## config.mk

```make
export PLATFORM = sky130hd
export DESIGN_NAME = sequence_occurrence_finder_unit
export DESIGN_NICKNAME = d
export VERILOG_FILES = /design/src/rtl/sof_pkg.sv /design/src/rtl/sof_core.sv /design/src/rtl/sof_outq.sv /design/src/rtl/sequence_occurrence_finder_unit.sv
export SDC_FILE = /design/constraint.sdc
export NUM_CORES = 1
export LEC_CHECK = 0
export BUFFER_PORTS_ARGS = -buffer_cell sky130_fd_sc_hd__buf_4
export CORE_ASPECT_RATIO = 0.8
export CORE_MARGIN = 4
export CORE_UTILIZATION = 45
export CTS_CLUSTER_SIZE = 12
export DETAILED_ROUTE_END_ITERATION = 12
export PLACE_DENSITY = 0.61
export SETUP_SLACK_MARGIN = 0.5
export SYNTH_ARGS = -nofsm -noshare
export SYNTH_HDL_FRONTEND = slang
export SYNTH_SLANG_ARGS = --single-unit
```

## constraint.sdc

```tcl
create_clock -name clk -period 8.9 [get_ports clk]
set_input_delay 0 -clock clk [delete_from_list [all_inputs] [get_ports clk]]
set_output_delay 0 -clock clk [all_outputs]
set_load 0.05 [all_outputs]
```

## src/rtl/sof_pkg.sv

```systemverilog
`default_nettype none
package sof_pkg;

  localparam int ELEM_BITS   = 8;
  localparam int MAX_PATTERN = 16;
  localparam int INDEX_BITS  = 16;
  localparam int COUNT_BITS  = 16;
  localparam int LEN_BITS    = $clog2(MAX_PATTERN + 1);

  localparam logic [INDEX_BITS-1:0] INDEX_MAX = {INDEX_BITS{1'b1}};
  localparam logic [COUNT_BITS-1:0] COUNT_MAX = {COUNT_BITS{1'b1}};

  // result queue geometry
  localparam int QDEPTH    = 4;
  localparam int QPTR_BITS = $clog2(QDEPTH);
  localparam int QCNT_BITS = $clog2(QDEPTH + 1);

  typedef enum logic [1:0] {
    CMD_LOAD   = 2'd0,
    CMD_APPEND = 2'd1,
    CMD_TEXT   = 2'd2
  } cmd_t;

  typedef struct packed {
    logic [INDEX_BITS-1:0] start_index;
    logic                  is_match;
    logic                  done_res;
    logic [COUNT_BITS-1:0] match_count;
    logic                  overflow;
  } result_t;

  // up to two results per text item, packed from slot 0
  typedef struct packed {
    logic [1:0] num;
    result_t    r0;
    result_t    r1;
  } push_t;

endpackage
`default_nettype wire

```

## src/rtl/sof_core.sv

```systemverilog
`default_nettype none
module sof_core (
  input  wire logic                          clk,
  input  wire logic                          rst_n,
  input  wire logic                          in_valid,
  output logic                               in_ready,
  input  wire logic [1:0]                    in_cmd,
  input  wire logic [sof_pkg::ELEM_BITS-1:0] in_value,
  input  wire logic                          in_last,
  input  wire logic                          first_only,
  input  wire logic                          q_room,
  output sof_pkg::push_t                     push
);

  // input register
  logic                          iv_r;
  logic [1:0]                    cmd_r;
  logic [sof_pkg::ELEM_BITS-1:0] val_r;
  logic                          last_r;

  // pattern kept newest-first: pat_r[k] is pattern element len-1-k
  logic [sof_pkg::ELEM_BITS-1:0] pat_r [sof_pkg::MAX_PATTERN];
  logic [sof_pkg::ELEM_BITS-1:0] win_r [sof_pkg::MAX_PATTERN];
  logic [sof_pkg::ELEM_BITS-1:0] win_nxt [sof_pkg::MAX_PATTERN];
  logic [sof_pkg::LEN_BITS-1:0]   len_r;
  logic [sof_pkg::INDEX_BITS-1:0] pos_r, pos_nxt;
  logic [sof_pkg::COUNT_BITS-1:0] cnt_r, cnt_nxt;
  logic [sof_pkg::INDEX_BITS-1:0] first_r, first_nxt;
  logic                           sat_r, sat_nxt;

  logic                           adv;
  logic [sof_pkg::MAX_PATTERN-1:0] eq;
  logic                           win_full;
  logic                           hit;
  logic                           is_first;
  logic                           emit;
  logic [sof_pkg::INDEX_BITS-1:0] start;
  logic [sof_pkg::INDEX_BITS:0]   pos_inc;
  sof_pkg::result_t               mres, dres;

  assign adv      = iv_r && q_room;
  assign in_ready = !iv_r || q_room;

  // shifted window and per-position compare
  always_comb begin
    win_nxt[0] = val_r;
    for (int k = 1; k < sof_pkg::MAX_PATTERN; k++) begin
      win_nxt[k] = win_r[k-1];
    end
    for (int k = 0; k < sof_pkg::MAX_PATTERN; k++) begin
      eq[k] = (sof_pkg::LEN_BITS'(k) >= len_r) || (win_nxt[k] == pat_r[k]);
    end
  end

  // index, hit and counters
  always_comb begin
    sat_nxt  = sat_r || (pos_r == sof_pkg::INDEX_MAX);
    pos_nxt  = sat_nxt ? pos_r : pos_r + 1'b1;
    pos_inc  = {1'b0, pos_r} + 1'b1;
    win_full = sat_nxt || (pos_inc >= (sof_pkg::INDEX_BITS + 1)'(len_r));
    hit      = (len_r != '0) && win_full && (&eq);
    start    = pos_r - sof_pkg::INDEX_BITS'(len_r - 1'b1);
    is_first = (cnt_r == '0);
    emit     = hit && (is_first || !first_only);
    cnt_nxt  = (hit && cnt_r != sof_pkg::COUNT_MAX) ? cnt_r + 1'b1 : cnt_r;
    first_nxt = (hit && is_first) ? start : first_r;
  end

  // build the result items
  always_comb begin
    mres.start_index = start;
    mres.is_match    = 1'b1;
    mres.done_res    = 1'b0;
    mres.match_count = cnt_nxt;
    mres.overflow    = sat_nxt;

    dres.start_index = (cnt_nxt != '0) ? first_nxt : '0;
    dres.is_match    = (cnt_nxt != '0);
    dres.done_res    = 1'b1;
    dres.match_count = cnt_nxt;
    dres.overflow    = sat_nxt;

    push.r0  = emit ? mres : dres;
    push.r1  = dres;
    push.num = 2'd0;
    if (adv && cmd_r == sof_pkg::CMD_TEXT) begin
      push.num = {1'b0, emit} + {1'b0, last_r};
    end
  end

  // payload registers: input item, pattern, window
  always_ff @(posedge clk) begin
    if (in_valid && in_ready) begin
      cmd_r  <= in_cmd;
      val_r  <= in_value;
      last_r <= in_last;
    end
    if (adv) begin
      case (cmd_r)
        sof_pkg::CMD_LOAD: begin
          pat_r[0] <= val_r;
        end
        sof_pkg::CMD_APPEND: begin
          if (len_r < sof_pkg::LEN_BITS'(sof_pkg::MAX_PATTERN)) begin
            for (int k = 1; k < sof_pkg::MAX_PATTERN; k++) begin
              pat_r[k] <= pat_r[k-1];
            end
            pat_r[0] <= val_r;
          end
        end
        sof_pkg::CMD_TEXT: begin
          for (int k = 0; k < sof_pkg::MAX_PATTERN; k++) begin
            win_r[k] <= win_nxt[k];
          end
        end
        default: begin
        end
      endcase
    end
  end

  // control state
  always_ff @(posedge clk) begin
    if (!rst_n) begin
      iv_r    <= 1'b0;
      len_r   <= '0;
      pos_r   <= '0;
      cnt_r   <= '0;
      first_r <= '0;
      sat_r   <= 1'b0;
    end else begin
      if (in_ready) begin
        iv_r <= in_valid;
      end
      if (adv) begin
        case (cmd_r)
          sof_pkg::CMD_LOAD: begin
            len_r   <= sof_pkg::LEN_BITS'(1);
            pos_r   <= '0;
            cnt_r   <= '0;
            first_r <= '0;
            sat_r   <= 1'b0;
          end
          sof_pkg::CMD_APPEND: begin
            if (len_r < sof_pkg::LEN_BITS'(sof_pkg::MAX_PATTERN)) begin
              len_r <= len_r + 1'b1;
            end
            pos_r   <= '0;
            cnt_r   <= '0;
            first_r <= '0;
            sat_r   <= 1'b0;
          end
          sof_pkg::CMD_TEXT: begin
            if (last_r) begin
              pos_r   <= '0;
              cnt_r   <= '0;
              first_r <= '0;
              sat_r   <= 1'b0;
            end else begin
              pos_r   <= pos_nxt;
              cnt_r   <= cnt_nxt;
              first_r <= first_nxt;
              sat_r   <= sat_nxt;
            end
          end
          default: begin
          end
        endcase
      end
    end
  end

endmodule
`default_nettype wire

```

## src/rtl/sof_outq.sv

```systemverilog
`default_nettype none
module sof_outq (
  input  wire logic             clk,
  input  wire logic             rst_n,
  input  wire sof_pkg::push_t   push,
  output logic                  room,
  output logic                  out_valid,
  input  wire logic             out_ready,
  output sof_pkg::result_t      out_res
);

  sof_pkg::result_t               mem_r [sof_pkg::QDEPTH];
  logic [sof_pkg::QPTR_BITS-1:0]  wr_ptr_r, rd_ptr_r;
  logic [sof_pkg::QCNT_BITS-1:0]  cnt_r;
  logic                           pop;
  logic [sof_pkg::QPTR_BITS-1:0]  wr_ptr1;

  assign out_valid = (cnt_r != '0);
  assign pop       = out_valid && out_ready;
  assign out_res   = mem_r[rd_ptr_r];
  assign wr_ptr1   = wr_ptr_r + 1'b1;
  // room for a full pair of results
  assign room      = (cnt_r <= sof_pkg::QCNT_BITS'(sof_pkg::QDEPTH - 2));

  // store pushed items
  always_ff @(posedge clk) begin
    if (push.num != 2'd0) begin
      mem_r[wr_ptr_r] <= push.r0;
    end
    if (push.num == 2'd2) begin
      mem_r[wr_ptr1] <= push.r1;
    end
  end

  // advance pointers and fill level
  always_ff @(posedge clk) begin
    if (!rst_n) begin
      wr_ptr_r <= '0;
      rd_ptr_r <= '0;
      cnt_r    <= '0;
    end else begin
      wr_ptr_r <= wr_ptr_r + sof_pkg::QPTR_BITS'(push.num);
      if (pop) begin
        rd_ptr_r <= rd_ptr_r + 1'b1;
      end
      cnt_r <= cnt_r + sof_pkg::QCNT_BITS'(push.num) - sof_pkg::QCNT_BITS'(pop);
    end
  end

endmodule
`default_nettype wire

```

## src/rtl/sequence_occurrence_finder_unit.sv

```systemverilog
// An accepted item is held in the input register, then its results are written
//   into the result queue; both results of one item enter the queue together.
// Throughput: one item per cycle while the queue has room for two results, bounded
//   by the output port at one result per cycle; a four-entry queue decouples them.
// Reset (synchronous, rst_n low): clears pattern length, text position, count,
//   first match, saturation flag, first_only and the result queue.
`default_nettype none
module sequence_occurrence_finder_unit (
  input  wire logic                            clk,
  input  wire logic                            rst_n,
  input  wire logic                            in_valid,
  output logic                                 in_ready,
  input  wire logic [1:0]                      in_cmd,
  input  wire logic [sof_pkg::ELEM_BITS-1:0]   in_value,
  input  wire logic                            in_last,
  output logic                                 out_valid,
  input  wire logic                            out_ready,
  output logic [sof_pkg::INDEX_BITS-1:0]       out_start_index,
  output logic                                 out_is_match,
  output logic                                 out_done_res,
  output logic [sof_pkg::COUNT_BITS-1:0]       out_match_count,
  output logic                                 out_overflow,
  input  wire logic                            cfg_valid,
  output logic                                 cfg_ready,
  input  wire logic                            cfg_first_only
);

  logic             first_only_r;
  logic             q_room;
  sof_pkg::push_t   push;
  sof_pkg::result_t res;

  // configuration register
  assign cfg_ready = 1'b1;
  always_ff @(posedge clk) begin
    if (!rst_n) begin
      first_only_r <= 1'b0;
    end else if (cfg_valid) begin
      first_only_r <= cfg_first_only;
    end
  end

  sof_core u_core (
    .clk        (clk),
    .rst_n      (rst_n),
    .in_valid   (in_valid),
    .in_ready   (in_ready),
    .in_cmd     (in_cmd),
    .in_value   (in_value),
    .in_last    (in_last),
    .first_only (first_only_r),
    .q_room     (q_room),
    .push       (push)
  );

  sof_outq u_outq (
    .clk       (clk),
    .rst_n     (rst_n),
    .push      (push),
    .room      (q_room),
    .out_valid (out_valid),
    .out_ready (out_ready),
    .out_res   (res)
  );

  assign out_start_index = res.start_index;
  assign out_is_match    = res.is_match;
  assign out_done_res    = res.done_res;
  assign out_match_count = res.match_count;
  assign out_overflow    = res.overflow;

endmodule
`default_nettype wire

```

==> run metrics <==
status=completed; Area contributors post-synth=edfxtp_1, dfxtp_1, xor2_1; die footprint=0.04847 mm²; worst hold path type=input pin to flop; GRT Residual Overflow=0; DRC errors left=0; Cell Pwr Density=222.7 mW/mm²; Resized cells post-CTS=0; async set-reset flop share out of synthesis=0%; IO Count=55; synthesized flop and latch total=464; clock share of power=36.4%; initial antenna violation count=0; leading area contributor after synthesis=edfxtp_1; commonest non-fill, non-tap cells in the layout=edfxtp_1, nor2_1, nand2_1; Worst Clk Skew=23.91 ps; Placed Area=0.02123 mm²; Post-Synthesis Cells=1482; met1 WL=19.00 mm; VDD IR-drop max=157.0 µV; CTS Buf Count=47; Pint=3772 µW; Worst Path Max Fanout=20; share of the synthesized area in the top cell type=58.58%; # setup viols final=0; Top FF cell, synth=edfxtp_1; commonest non-fill, non-tap cell in the layout=edfxtp_1; Post-synth EDFFs=395; RD Place Congestion=0.8771; CP Cell Sequence=nor3_1 > nand3_1 > a2111oi_4 > nand4_2 > or3_1 > a21oi_1 > ha_1 > o21ai_0 > nor2_1 > o21ai_1 > buf_4 > a21oi_1 > nand2b_1 > o22ai_1; die height=197.7 µm; part of the power in registers=48.7%; Post-CTS Setup Inserts=0; routed len/inst=18.70 µm; WP data required=9170 ps; largest net degree at the start of global routing=73; Psw=1312 µW; Comb pwr share=14.9%; Post-Synth XOR/XNOR Area=7.700%; post-layout net count=1604; compound-gate portion of the synthesized area=7.997%; RSZ-0062 raised after global routing=no; startpoint class of the critical path=flop; post-route minimum period=6059 ps; final core occ=51.34%; relative slew slack=35.36%; Worst Hold Path Cells=4; WL final=40.94 mm; synth warn=0; Max Clock Freq=0.1650 GHz; share of cells above drive strength 1=11.66%; main combinational cell family by area after synthesis=simple AND/OR/NAND/NOR gates; Port Buffers=53; core area=0.04446 mm²; first-pass GRT wire length=64.98 mm; clock-pin slew on the worst setup and hold paths=60 ps; crit share post-route=68.08%; via count=11900; register area share after synthesis=65.41%; Global Route Usage Sum=16.82%; Synth cell types=78; Initial DRC Count=987; hold_ws=71.94 ps; mux cell area share after synthesis=4.190%; Arrival @ worst endpoint=6330 ps; synth-to-layout area growth=12.74%; max-slew violations=0; chip width=245.2 µm; CP max stage delay=760 ps; Critical Setup Path Class=flop to flop; Hold Path Sink=u_outq.rd_ptr_r[0]; clock sink total=464; endpoints failing hold=0; vias per cell=5.437; Mean Syn Cell Area=13.66 µm²; setup tns final=0 ps; Max-Cap Viols=0; filler cell count=3749; clk buf depth=3; crit-path most repeated cell=a21oi_1; Reg-to-Reg End=u_outq.mem_r[3][25]; Buf+Inv Stages, Crit Path=1; row cnt=69; sw frac=25.81%; post-route cell area=0.02283 mm²; CTS tree=yes; CP max-delay cell=a21oi_1; R2R Setup Slk=2840 ps; H-tree depth=2; ANT nets after route=0; FF-to-FF path depth=14; R2R Path Start=u_core.len_r[2]; DP HPWL=26.91 mm; vias in the first global route=11810; LEAKAGE=0.007249 µW; Hold Startpoint=out_ready; Starting Density=45.54%; top sig layer=met4; CP delay by family, top=simple AND/OR/NAND/NOR gates; Least-Margin Pin Slew=966.7 ps; wire length on met2=18.92 mm; clock root cell=clkbuf_16; n_diodes=0; dpl ws=2885 ps; min setup slack post-route=2841 ps; Hold-fix buffers, CTS=17; adder-cell share of the synthesized area=2.237%; syn_nets=1534; 1st-pass router iterations=5; Critical Path Sink Type=flop; Post-Synth Simple-Gate Area=10.22%; clk_lat worst skew=570 ps; met3 wire len=2.456 mm; Mapped Area=0.02025 mm²
## logic make-up after synthesis
logic type | after synthesis
mux | 41
compound gates | 251
simple gates | 410
xor+xnor | 178
flops | 464
fa+ha+maj | 35
other cells | 1
buf+inv | 102
## metal layers
metal | GRT usage, % | up-vias
met5 | 0 | -
met4 | 3.338 | 0
met3 | 2.816 | 48
met2 | 26.57 | 316
met1 | 24.97 | 5827
li1 | - | 5711
## worst min-delay path, stage by stage
cell,delay [ps]
buf_4,90
and2_1,240
xor2_1,110
and2_1,140
## area by class of cell
type	count	area (µm²)	area share, %
clock buffer	71	1309	5.733
sequential	464	13240	58.02
clock inverter	12	117.6	0.5152
tap	603	754.5	3.305
timing repair buffer	88	703.2	3.080
inverter	35	131.4	0.5755
multi-input combinational	916	6568	28.77
## metrics by stage
step | power, µW | instances
after floorplan | 3024 | 1482
after global placement | 3278 | 2089
after detailed placement | 3288 | 2089
after CTS | 5137 | 2189
after global routing | 5287 | 2189
final | 5083 | 2189
## power groups by stage
stage	Sequential, µW	Clock (µW)	Combinational [µW]
finish	2480	1850	759
global route	2480	1990	813
CTS	2480	1890	772
detailed placement	2520	0	765
global placement	2520	0	759
floorplan	2520	0	508
## synth_stat cells (all sizes together) (16+ instances only)
master	count
nor2	109
o21ai	71
nor4	31
edfxtp	395
and2	23
nand2	105
inv	34
o21a	17
dfxtp	69
nand4	31
nor3	16
ha	33
buf	24
o22ai	64
mux4	35
a21oi	31
xnor2	77
nand3	29
clkbuf	43
xor2	101
## sequential cells by signal, summed over array words and instances (netlist names), named ones only
register         flops
u_outq.rd_ptr_r      2
u_core.cnt_r        16
u_core.pat_r       128
u_core.pos_r        16
u_core.val_r         8
u_core.len_r         5
u_core.iv_r          1
u_outq.mem_r       140
u_core.last_r        1
u_outq.wr_ptr_r      2
u_core.cmd_r         2
u_core.win_r       120
u_core.sat_r         1
u_core.first_r      16
first_only_r         1
u_outq.cnt_r         3
## worst max-delay path by stage
stage                               from                  end  slack (ps)  cells past startpoint
floorplan                u_outq.cnt_r[1]   u_outq.mem_r[1][0]        1930                     10
global placement    u_core.pat_r[0][111]  u_outq.mem_r[3][33]        3130                     15
detailed placement       u_core.len_r[2]  u_outq.mem_r[3][25]        2890                     14
CTS                      u_core.len_r[2]  u_outq.mem_r[3][25]        2880                     14
global route             u_core.len_r[2]  u_outq.mem_r[3][22]        2240                     14
finish                   u_core.len_r[2]  u_outq.mem_r[3][25]        2840                     14
No activity file was read; power rests on OpenSTA's default activity.
